**src/hdl/gfp_pkg.sv**
```systemverilog
// Shared types and constants for the guillotine first-fit packer.
// Used by gfp_ctrl, gfp_dpath and the top level; no dependencies.
package gfp_pkg;

    localparam int FREE_SLOTS = 32;
    localparam int DIM_W      = 20;
    localparam int SLOT_W     = (FREE_SLOTS > 1) ? $clog2(FREE_SLOTS) : 1;
    localparam int CNT_W      = $clog2(FREE_SLOTS + 1);
    localparam int ENTRY_W    = 4 * DIM_W;
    localparam int CFG_IDX_W  = 2;

    localparam logic [CNT_W-1:0] SLOTS_CNT = CNT_W'(FREE_SLOTS);

    // configuration register indexes
    localparam logic [CFG_IDX_W-1:0] CFG_DECK_LENGTH = 2'd0;
    localparam logic [CFG_IDX_W-1:0] CFG_DECK_WIDTH  = 2'd1;
    localparam logic [CFG_IDX_W-1:0] CFG_MIN_SPLIT   = 2'd2;

    localparam logic [DIM_W-1:0] MIN_SPLIT_RST = DIM_W'(10);

    typedef enum logic [7:0] {
        S_IDLE   = 8'b0000_0001,
        S_LOAD   = 8'b0000_0010,
        S_SCAN   = 8'b0000_0100,
        S_RDLAST = 8'b0000_1000,
        S_MOVE   = 8'b0001_0000,
        S_APPR   = 8'b0010_0000,
        S_APPT   = 8'b0100_0000,
        S_OUT    = 8'b1000_0000
    } t_state;

    typedef struct packed {
        logic accept;
        logic load;
        logic scan;
        logic rd_last;
        logic move;
        logic app_r;
        logic app_t;
        logic out_load;
    } t_cmd;

    typedef struct packed {
        logic load_req;
        logic hit;
        logic miss;
        logic out_free;
    } t_status;

endpackage

```
**src/hdl/gfp_ram.sv**
```systemverilog
// Generic single-write, single-read RAM with registered read data.
// No dependencies.
module gfp_ram #(
    parameter int WIDTH = 8,
    parameter int DEPTH = 32
) (
    input  logic                                      i_clk,
    input  logic                                      i_we,
    input  logic [((DEPTH > 1) ? $clog2(DEPTH) : 1)-1:0] i_waddr,
    input  logic [WIDTH-1:0]                          i_wdata,
    input  logic [((DEPTH > 1) ? $clog2(DEPTH) : 1)-1:0] i_raddr,
    output logic [WIDTH-1:0]                          o_rdata
);

    logic [WIDTH-1:0] r_mem [DEPTH];
    logic [WIDTH-1:0] r_rdata;

    always_ff @(posedge i_clk) begin
        if (i_we) begin
            r_mem[i_waddr] <= i_wdata;
        end
        r_rdata <= r_mem[i_raddr];
    end

    assign o_rdata = r_rdata;

endmodule

```
**src/hdl/gfp_ctrl.sv**
```systemverilog
// Sequencer for the packer: accept, deck load, scan, remove, append, result.
// Depends on gfp_pkg; drives gfp_dpath through t_cmd, reads t_status.
module gfp_ctrl import gfp_pkg::*; (
    input  logic    i_clk,
    input  logic    i_rst_n,
    input  logic    i_in_valid,
    output logic    o_in_stall,
    input  t_status i_st,
    output t_cmd    o_cmd
);

    t_state r_state;
    t_state n_state;

    always_ff @(posedge i_clk) begin
        if (!i_rst_n) begin
            r_state <= S_IDLE;
        end else begin
            r_state <= n_state;
        end
    end

    always_comb begin
        n_state = r_state;
        o_cmd   = '0;
        case (r_state)
            S_IDLE: begin
                if (i_in_valid) begin
                    o_cmd.accept = 1'b1;
                    n_state = i_st.load_req ? S_LOAD : S_SCAN;
                end
            end
            S_LOAD: begin
                o_cmd.load = 1'b1;
                n_state = S_SCAN;
            end
            S_SCAN: begin
                o_cmd.scan = 1'b1;
                if (i_st.hit) begin
                    n_state = S_RDLAST;
                end else if (i_st.miss) begin
                    n_state = S_OUT;
                end
            end
            S_RDLAST: begin
                o_cmd.rd_last = 1'b1;
                n_state = S_MOVE;
            end
            S_MOVE: begin
                o_cmd.move = 1'b1;
                n_state = S_APPR;
            end
            S_APPR: begin
                o_cmd.app_r = 1'b1;
                n_state = S_APPT;
            end
            S_APPT: begin
                o_cmd.app_t = 1'b1;
                n_state = S_OUT;
            end
            S_OUT: begin
                if (i_st.out_free) begin
                    o_cmd.out_load = 1'b1;
                    n_state = S_IDLE;
                end
            end
            default: begin
                n_state = S_IDLE;
            end
        endcase
    end

    assign o_in_stall = (r_state != S_IDLE);

endmodule

```
**src/hdl/gfp_dpath.sv**
```systemverilog
// Datapath: config registers, free-rectangle table, scan and split logic,
// output register. Depends on gfp_pkg and gfp_ram.
module gfp_dpath import gfp_pkg::*; (
    input  logic                 i_clk,
    input  logic                 i_rst_n,
    input  t_cmd                 i_cmd,
    output t_status              o_st,
    input  logic                 i_cfg_valid,
    input  logic [CFG_IDX_W-1:0] i_cfg_index,
    input  logic [DIM_W-1:0]     i_cfg_data,
    input  logic                 i_new_deck,
    input  logic [DIM_W-1:0]     i_item_length,
    input  logic [DIM_W-1:0]     i_item_width,
    input  logic                 i_out_stall,
    output logic                 o_out_valid,
    output logic                 o_placed,
    output logic [DIM_W-1:0]     o_pos_x,
    output logic [DIM_W-1:0]     o_pos_y
);

    logic [DIM_W-1:0]   r_deck_len;
    logic [DIM_W-1:0]   r_deck_wid;
    logic [DIM_W-1:0]   r_min_split;
    logic               r_deck_pending;
    logic [CNT_W-1:0]   r_total;
    logic [CNT_W-1:0]   r_idx;
    logic [SLOT_W-1:0]  r_chk_idx;
    logic               r_chk_vld;
    logic [SLOT_W-1:0]  r_hit_idx;
    logic [DIM_W-1:0]   r_len;
    logic [DIM_W-1:0]   r_wid;
    logic [DIM_W-1:0]   r_fx;
    logic [DIM_W-1:0]   r_fy;
    logic [DIM_W-1:0]   r_fw;
    logic [DIM_W-1:0]   r_fh;
    logic               r_placed;
    logic               r_out_vld;
    logic               r_out_placed;
    logic [DIM_W-1:0]   r_out_x;
    logic [DIM_W-1:0]   r_out_y;

    logic               ram_we;
    logic [SLOT_W-1:0]  ram_waddr;
    logic [ENTRY_W-1:0] ram_wdata;
    logic [SLOT_W-1:0]  ram_raddr;
    logic [ENTRY_W-1:0] ram_rdata;
    logic [DIM_W-1:0]   rd_w;
    logic [DIM_W-1:0]   rd_h;
    logic [CNT_W-1:0]   last_cnt;
    logic [DIM_W-1:0]   right_w;
    logic [DIM_W-1:0]   top_h;
    logic               room;
    logic               fit;

    // entry packing: {x, y, w, h}
    assign rd_w      = ram_rdata[2*DIM_W-1:DIM_W];
    assign rd_h      = ram_rdata[DIM_W-1:0];
    assign last_cnt  = r_total - 1'b1;
    assign right_w   = r_fw - r_len;
    assign top_h     = r_fh - r_wid;
    assign room      = (r_total < SLOTS_CNT);
    assign fit       = (r_len <= rd_w) && (r_wid <= rd_h);

    assign o_st.load_req = i_new_deck | r_deck_pending;
    assign o_st.hit      = r_chk_vld && fit;
    // nothing in flight and nothing left to issue
    assign o_st.miss     = !r_chk_vld && (r_idx >= r_total);
    assign o_st.out_free = !r_out_vld || !i_out_stall;

    assign ram_raddr = i_cmd.rd_last ? last_cnt[SLOT_W-1:0] : r_idx[SLOT_W-1:0];

    always_comb begin
        ram_we    = 1'b0;
        ram_waddr = r_total[SLOT_W-1:0];
        ram_wdata = {r_fx, r_fy, r_fw, r_fh};
        if (i_cmd.load) begin
            ram_we    = 1'b1;
            ram_waddr = '0;
            ram_wdata = {{DIM_W{1'b0}}, {DIM_W{1'b0}}, r_deck_len, r_deck_wid};
        end else if (i_cmd.move) begin
            ram_we    = 1'b1;
            ram_waddr = r_hit_idx;
            ram_wdata = ram_rdata;
        end else if (i_cmd.app_r) begin
            ram_we    = (right_w > r_min_split) && room;
            ram_wdata = {r_fx + r_len, r_fy, right_w, r_fh};
        end else if (i_cmd.app_t) begin
            ram_we    = (top_h > r_min_split) && room;
            ram_wdata = {r_fx, r_fy + r_wid, r_len, top_h};
        end
    end

    gfp_ram #(
        .WIDTH (ENTRY_W),
        .DEPTH (FREE_SLOTS)
    ) u_table (
        .i_clk   (i_clk),
        .i_we    (ram_we),
        .i_waddr (ram_waddr),
        .i_wdata (ram_wdata),
        .i_raddr (ram_raddr),
        .o_rdata (ram_rdata)
    );

    // control state
    always_ff @(posedge i_clk) begin
        if (!i_rst_n) begin
            r_deck_len     <= '0;
            r_deck_wid     <= '0;
            r_min_split    <= MIN_SPLIT_RST;
            r_deck_pending <= 1'b1;
            r_total        <= '0;
            r_idx          <= '0;
            r_chk_vld      <= 1'b0;
            r_out_vld      <= 1'b0;
        end else begin
            if (i_cfg_valid) begin
                case (i_cfg_index)
                    CFG_DECK_LENGTH: r_deck_len  <= i_cfg_data;
                    CFG_DECK_WIDTH:  r_deck_wid  <= i_cfg_data;
                    CFG_MIN_SPLIT:   r_min_split <= i_cfg_data;
                    default: begin
                    end
                endcase
            end
            if (i_cmd.accept) begin
                r_idx     <= '0;
                r_chk_vld <= 1'b0;
            end
            if (i_cmd.load) begin
                r_total        <= CNT_W'(1);
                r_deck_pending <= 1'b0;
            end
            if (i_cmd.scan) begin
                r_chk_vld <= (r_idx < r_total);
                if (r_idx < r_total) begin
                    r_idx <= r_idx + 1'b1;
                end
            end
            if (i_cmd.move) begin
                r_total <= last_cnt;
            end
            if ((i_cmd.app_r || i_cmd.app_t) && ram_we) begin
                r_total <= r_total + 1'b1;
            end
            if (i_cmd.out_load) begin
                r_out_vld <= 1'b1;
            end else if (r_out_vld && !i_out_stall) begin
                r_out_vld <= 1'b0;
            end
        end
    end

    // payload
    always_ff @(posedge i_clk) begin
        if (i_cmd.accept) begin
            r_len    <= i_item_length;
            r_wid    <= i_item_width;
            r_placed <= 1'b0;
        end
        if (i_cmd.scan) begin
            r_chk_idx <= r_idx[SLOT_W-1:0];
        end
        if (i_cmd.scan && o_st.hit) begin
            r_hit_idx <= r_chk_idx;
            r_placed  <= 1'b1;
            r_fx      <= ram_rdata[4*DIM_W-1:3*DIM_W];
            r_fy      <= ram_rdata[3*DIM_W-1:2*DIM_W];
            r_fw      <= rd_w;
            r_fh      <= rd_h;
        end
        if (i_cmd.out_load) begin
            r_out_placed <= r_placed;
            r_out_x      <= r_placed ? r_fx : '0;
            r_out_y      <= r_placed ? r_fy : '0;
        end
    end

    assign o_out_valid = r_out_vld;
    assign o_placed    = r_out_placed;
    assign o_pos_x     = r_out_x;
    assign o_pos_y     = r_out_y;

    a_total_range: assert property (@(posedge i_clk) disable iff (!i_rst_n)
        r_total <= SLOTS_CNT)
        else $error("free count above table size");

    a_hit_miss: assert property (@(posedge i_clk) disable iff (!i_rst_n)
        !(i_cmd.scan && o_st.hit && o_st.miss))
        else $error("scan reports hit and miss together");

    a_load_total: assert property (@(posedge i_clk) disable iff (!i_rst_n)
        i_cmd.load |=> (r_total == CNT_W'(1)))
        else $error("deck load did not leave one free entry");

    a_out_overwrite: assert property (@(posedge i_clk) disable iff (!i_rst_n)
        i_cmd.out_load |-> o_st.out_free)
        else $error("result register overwritten while held");

    a_move_nonempty: assert property (@(posedge i_clk) disable iff (!i_rst_n)
        i_cmd.rd_last |-> (r_total != '0))
        else $error("entry removal from empty table");

endmodule

```
**src/hdl/guillotine_first_fit_packer_unit.sv**
```systemverilog
// Guillotine first-fit packer, top level. Each accepted item is scanned first-fit over the
// free table, after a deck load step when a new deck is requested or none has been loaded
// since reset: the scan reads one table entry per cycle through the single read port of
// the 32-entry free table, and on a hit the removal of that entry and the two appends of
// the split follow before the result. A new item is taken in the cycle after the previous
// result is loaded into the output register. Config writes are always ready and land at once.
// Depends on gfp_pkg, gfp_ctrl, gfp_dpath and gfp_ram.
module guillotine_first_fit_packer_unit import gfp_pkg::*; (
    input  logic                 i_clk,
    input  logic                 i_rst_n,
    input  logic                 i_cfg_valid,
    output logic                 o_cfg_ready,
    input  logic [CFG_IDX_W-1:0] i_cfg_index,
    input  logic [DIM_W-1:0]     i_cfg_data,
    input  logic                 i_in_valid,
    output logic                 o_in_stall,
    input  logic                 i_new_deck,
    input  logic [DIM_W-1:0]     i_item_length,
    input  logic [DIM_W-1:0]     i_item_width,
    output logic                 o_out_valid,
    input  logic                 i_out_stall,
    output logic                 o_placed,
    output logic [DIM_W-1:0]     o_pos_x,
    output logic [DIM_W-1:0]     o_pos_y
);

    t_cmd    cmd;
    t_status st;

    assign o_cfg_ready = 1'b1;

    gfp_ctrl u_ctrl (
        .i_clk      (i_clk),
        .i_rst_n    (i_rst_n),
        .i_in_valid (i_in_valid),
        .o_in_stall (o_in_stall),
        .i_st       (st),
        .o_cmd      (cmd)
    );

    gfp_dpath u_dpath (
        .i_clk         (i_clk),
        .i_rst_n       (i_rst_n),
        .i_cmd         (cmd),
        .o_st          (st),
        .i_cfg_valid   (i_cfg_valid),
        .i_cfg_index   (i_cfg_index),
        .i_cfg_data    (i_cfg_data),
        .i_new_deck    (i_new_deck),
        .i_item_length (i_item_length),
        .i_item_width  (i_item_width),
        .i_out_stall   (i_out_stall),
        .o_out_valid   (o_out_valid),
        .o_placed      (o_placed),
        .o_pos_x       (o_pos_x),
        .o_pos_y       (o_pos_y)
    );

endmodule
```
**config.mk**
```make
export PLATFORM = sky130hd
export DESIGN_NAME = guillotine_first_fit_packer_unit
export DESIGN_NICKNAME = d
export VERILOG_FILES = /design/src/hdl/gfp_pkg.sv /design/src/hdl/gfp_ram.sv /design/src/hdl/gfp_ctrl.sv /design/src/hdl/gfp_dpath.sv /design/src/hdl/guillotine_first_fit_packer_unit.sv
export SDC_FILE = /design/constraint.sdc
export NUM_CORES = 2
export LEC_CHECK = 0
export BUFFER_PORTS_ARGS = -buffer_cell sky130_fd_sc_hd__buf_2
export CORE_UTILIZATION = 45
export DETAILED_ROUTE_END_ITERATION = 10
export PLACE_DENSITY = 0.61
export SLEW_MARGIN = 20
export SYNTH_ARGS = -nofsm -noshare
export SYNTH_HDL_FRONTEND = slang
export SYNTH_SLANG_ARGS = --single-unit
```
**constraint.sdc**
```tcl
create_clock -name i_clk -period 8.75 [get_ports i_clk]
set_clock_uncertainty 0.1 [all_clocks]
set_input_delay 1.75 -clock i_clk [delete_from_list [all_inputs] [get_ports i_clk]]
set_output_delay 1.75 -clock i_clk [all_outputs]
set_load 0.01 [all_outputs]
```
# After elaboration in Yosys (flattened, before gate mapping)
# Memory sizes are Yosys's and may differ from the RTL's. A register that Yosys moved wholly into a read port is not among the register bits.
# Cells that the tools add are included.
# totals
register_bits	255
ram_bits	2560
wordCells	111
memories	1
# memory_table
name	words	width	rd	rd_ports_with_merged_regs	write_ports	line_no	rtl
u_dpath.u_table.r_mem	32	80	1	1	1	gfp_ram.sv:15	logic [WIDTH-1:0] r_mem [DEPTH];
# op_classes
add_sub_neg	7
n_lt_le_gt_ge	7
n_eq_ne	14
muxes	39
bitwise	1
n_reduce_logical	21
# op_table
operator	count
$mux W80	3
$pmux W8 S8	1
$mux W60	1
$add A20 B20 Y20	2
$gt A20 B20 Y1	2
$le A20 B20 Y1	2
$sub A20 B20 Y20	2
$mux W6	6
$mux W8	4
$mux W1	20
$mux W5	3
$add A6 B1 Y6 const B	2
$eq A8 B1 Y1 const B	1
$eq A8 B2 Y1 const B	1
$eq A8 B3 Y1 const B	1
$eq A8 B4 Y1 const B	1
$eq A8 B5 Y1 const B	1
$eq A8 B6 Y1 const B	1
$eq A8 B7 Y1 const B	1
$eq A8 B8 Y1 const B	1
$logic_and A1 B1 Y1	8
$ne A8 B1 Y1 const B	1
$ge A6 B6 Y1	1
$lt A6 B6 Y1	1
other kinds (15)	22

# Logic depth before layout (Yosys ltp)
# depth
depth_word	9
depth_mapped	24
depth_no_buf	23

# By module
# A second synthesis with hierarchy kept.
# hier_totals
cells_unflattened	6585
hier_area_um2	116206.5
# modules_own_cells
mod	instances	cells_each	area_per_inst_um2
gfp_ram	1	4682	98909.9
gfp_dpath	1	1830	16693.5
gfp_ctrl	1	71	591.8
guillotine_first_fit_packer_unit	1	2	11.3

# Worst setup path after synthesis
# No wires, ideal clock.
# synth_timing
kind	reg2reg
start	reg u_dpath.r_fw[0]
end	mem u_dpath.u_table.r_mem[13][0] (netlist name), enable pin
t_arrival_ns	7.490
required_ns	8.131
setup_slack_ns	0.641
path_stages_with_launch	25
period_less_slack_ns	8.109
path_cell_list	edfxtp_1 -> inv_1 -> ha_1 -> inv_1 -> fa_1 -> a21o_1 -> a21oi_1 -> o21bai_1 -> a21oi_1 -> o21ai_0 -> o221ai_1 -> o21ai_0 -> a2111oi_0 -> a31oi_1 -> nand2_1 -> ha_1 -> nand4_1 -> nor2_1 -> nand2_1 -> o211ai_1 -> o22ai_2 -> a22oi_1 -> or2_2 -> clkbuf_1 -> nor2_1
# synth_between
elab_chain_len	8
# synth_lines
item	line_no	rtl
start, declared	gfp_dpath.sv:34	logic [DIM_W-1:0] r_fw;
start signal, assigned	gfp_dpath.sv:169	r_fw <= rd_w;
$sub A20 B20 Y20	gfp_dpath.sv:59	assign right_w = r_fw - r_len;
$gt A20 B20 Y1	gfp_dpath.sv:85	ram_we = (right_w > r_min_split) && room;
$logic_and A1 B1 Y1	gfp_dpath.sv:85	
$mux W1	gfp_dpath.sv:84	end else if (i_cmd.app_r) begin
$mux W1	gfp_dpath.sv:80	end else if (i_cmd.move) begin
$mux W1	gfp_dpath.sv:76	if (i_cmd.load) begin
$mux W1	gfp_ram.sv:19	if (i_we) begin
$mux W1 (implied by the code)	gfp_ram.sv:20	r_mem[i_waddr] <= i_wdata;
end, declared	gfp_ram.sv:15	
# No other way between the ends.

# Final worst setup path
# layout_timing
start	reg u_dpath.r_fw[0]
end	mem u_dpath.u_table.r_mem[12][10] (netlist name), enable pin
# Same word-level chain as after synthesis.

==> summary.md <==
| Metric | Value |
|---|---|
| Multi-input logic area | `about 30000 um2` |
| Type of the most critical hold path | `flop to flop` |
| Final setup violation count | `0` |
| Synth top area share | `a little over two thirds` |
| PwrDens | `218 nW/um2` |
| GP Congestion | `slightly below 0.9` |
| Yosys warns | `0` |
| Clock sink total | `2895` |
| Chip Width | `513 um` |
| Drt pass-1 iters | `6` |
| Critical path's top delay family | `compound AO/OA/AOI/OAI gates` |
| Cells after Synth | `roughly 7500` |
| Postcts setup bufs | `0` |
| Critical path's slowest cell | `buf_4` |
| Worst Hold Launch | `u_dpath.u_table.o_rdata[71]$_DFF_P_` |
| Area grow syn2layout | `13.6%` |
| TritonCTS clock tree | `done` |
| Vias per cell | `6.23` |
| Overall power | `0.0290 W` |
| Seq/Total Area, Yosys | `roughly 73%` |
| DIE HEIGHT | `about 510 um` |
| Vias | `70900` |
| Routed WL | `approximately 370000 um` |
| Peak VDD IR | `around 0.23 mV` |
| Initial Util | `45.2%` |
| Top post-synthesis cells by area | `edfxtp_1, mux4_2, nand2_1` |
| DRC | `0` |
| Die area | `263000 um2` |
| Crit path DAT | `roughly 8000 ps` |
| Crit path max fanout | `35` |
| CP peak stage delay | `about 800 ps` |
| Post-Syn Area per Cell | `~16 um2` |
| Post-synthesis simple-gate area fraction | `under 10%` |
| Row count | `between 150 and 200` |
| DP Wirelength | `216000 um` |
| Clk_lat worst skew | `approximately 970 ps` |
| Initial antenna violation count | `between 50 and 60` |
| Unique masters post-synth | `75` |
| Syn Nets | `around 7800` |
| CP startpoint | `u_dpath.r_fw[0]$_DFFE_PP_` |
| Worst reg-to-reg path cell count | `24` |
| Mapped Area | `about 120000 um2` |
| Global route total overflow | `0` |
| Fmax | `approximately 130 MHz` |
| FF/Latch Area | `about 85000 um2` |
| H-tree levels | `5` |
| Worst setup path class | `flop to flop` |
| Number of synthesized flops with an enable pin | `2731` |
| Worst path required time | `just over 9000 ps` |
| Share of layout cells above drive strength 1 | `15.4%` |
| Post-synthesis compound-gate area fraction | `around 7%` |
| # Max-Cap Violations | `0` |
| IO Port Bufs | `110` |
| RSZ-0062 raised after global routing | `false` |
| GRT Util Overall | `27.5%` |
| Largest family of logic cells by synthesized area | `multiplexers` |
| Final period demand of the worst path | `roughly 7500 ps` |
| Root Driver | `clkbuf_16` |
| Number of global-route vias before repair | `a little under 70000` |
| Clk pin slew, worst setup/hold paths | `around 70 ps` |
| Max clock buf depth | `4` |
| P_leak | `between 40 and 50 nW` |
| Status | `completed` |
| # nets final | `7940` |
| Most frequent cells in the layout | `edfxtp_1, nand2_1, mux4_2` |
| Antenna Nets Post-Route | `0` |
| Synth area leader | `edfxtp_1` |
| Synth Area in Adders | `~1.8%` |
| R2r startpoint | `u_dpath.r_fw[0]$_DFFE_PP_` |
| Post-CTS Hold Buffers | `0` |
| Worst Hold Depth | `0` |
| Flop and latch count out of synthesis | `between 2000 and 3000` |
| Crit-path cells | `inv_1 -> ha_1 -> inv_1 -> fa_1 -> a21o_1 -> a21oi_1 -> o21bai_1 -> a21oi_1 -> o21ai_0 -> o221ai_1 -> o21ai_0 -> a21o_1 -> a31oi_1 -> nand2_1 -> ha_1 -> nand4_1 -> o21ai_0 -> a21oi_1 -> o22ai_2 -> and2_1 -> o22ai_2 -> buf_4 -> nor2_4 -> buf_4` |
| Routed WL per cell | `around 32 um` |
| Worst Setup Start Kind | `flop` |
| Worst Tran Pin Value | `around 1200 ps` |
| # resized after CTS | `0` |
| Critical path depth | `24` |
| Commonest non-fill, non-tap cell in the layout | `edfxtp_1` |
| Post-synthesis mux area share | `around 8%` |
| Total Neg Setup Slack | `0 ps` |
| Final hold vios | `0` |
| Buf/Inv on CP | `4` |
| Slew HR | `18.4%` |
| Ys flop type | `edfxtp_1` |
| Total I/O pin count | `between 100 and 150` |
| CTS Buf Count | `between 300 and 400` |
| CORE AREA | `approximately 260000 um2` |
| Max Slew Vio Count | `0` |
| Number of fill cells | `21100` |
| Largest net degree at the start of global routing | `139` |
| Global-route wire length before repair | `between 500000 and 600000 um` |
| CP endpoint kind | `flop` |
| Starting DRT DRC Count | `10300` |
| Asr flop ratio synth | `0%` |
| Synth Area in XOR/XNOR | `less than 1%` |
| Tcrit/Tclk final | `86.2%` |
-- synth_stat cells, types with 39 or more instances --
cell type / instances
mux4_2: 344
a21oi_1: 341
edfxtp_1: 2731
and2_1: 42
a311oi_1: 150
nor3_1: 76
nand2_1: 1345
clkbuf_1: 258
nor2_1: 162
o211ai_1: 61
a21o_1: 100
mux2i_1: 162
dfxtp_1: 164
and3_1: 83
o21ai_0: 97
buf_2: 94
nand3_1: 256
buf_4: 39
o221ai_1: 80
inv_1: 127
ha_1: 165
o21a_1: 65
a21boi_0: 62
a31oi_1: 88
xnor2_1: 45
-- metal layers --
metal / share of wire, % / track usage, % / wire length, um / up-vias
li1: - / - / - / 29600
met1: 41 / 40.1 / 148000 / 36500
met2: 44 / 40.5 / 161000 / 4180
met3: 12 / 6.60 / 43200 / 565
met4: 3.5 / 9.42 / 12600 / 34
met5: 0.063 / 0 / 230 / -
-- area by class of cell --
type,count,area share [%]
Sequential cell,2895,64.0
Multi-Input combinational cell,4053,22.7
Clock buffer,408,6.45
Tap cell,3402,3.19
Timing Repair Buffer,309,2.03
Clock inverter,146,1.17
Inverter,127,0.360
Antenna cell,41,0.0770
-- per-stage QoR --
stage / util [%] / worst slack [ps] / area [um2] / hold WS [ps] / std cells
floorplan: - / 641 / 117000 / 300 / 7513
global placement: 47.4 / 1180 / 123000 / 302 / 10800
detailed placement: 47.4 / 1330 / 123000 / 309 / 10800
CTS: 51.4 / 1290 / 133000 / 301 / 11300
global route: 51.4 / 935 / 133000 / 314 / 11400
finish: 51.4 / 1210 / 133000 / 313 / 11400
-- final timing paths --
check | end | slack (ps)
hold reg to reg | u_dpath.r_fx[11]$_DFFE_PP_ | 310
setup reg to reg | u_dpath.u_table.r_mem[12][10]$_DFFE_PP_ | 1210
hold / removal | u_dpath.r_fx[11]$_DFFE_PP_ | 310
setup / recovery | u_dpath.u_table.r_mem[12][10]$_DFFE_PP_ | 1210
-- registers in the layout (all words and copies together) (netlist names), 5 cells and up --
register	cells
u_dpath.r_fw	20
u_dpath.r_hit_idx	5
u_dpath.r_chk_idx	5
u_dpath.r_fx	20
u_dpath.r_total	6
u_dpath.u_table.o_rdata	80
u_dpath.r_len	20
u_dpath.r_deck_wid	20
u_dpath.r_idx	6
u_dpath.r_deck_len	20
u_dpath.r_fh	20
u_dpath.u_table.r_mem	2560
u_dpath.r_min_split	20
u_ctrl.r_state	8
u_dpath.r_fy	20
u_dpath.o_pos_x	20
u_dpath.r_wid	20
u_dpath.o_pos_y	20
-- power breakdown --
part | switching, W | internal [W]
logic | 0.000481 | 0.000227
registers | 0.0000435 | 0.0151
clock network | 0.00539 | 0.00781
total | 0.00592 | 0.0231
-- cell families (layout without fill, tap and decap cells) --
kind of cell	after synthesis	in the layout
buf+inv	565	990
flops	2895	2895
simple gates	2085	2085
compound gates	1216	1216
xor+xnor	76	76
fa+ha+maj	169	169
mux	506	506
other cells	1	42
(Power assumes the default switching activity.)
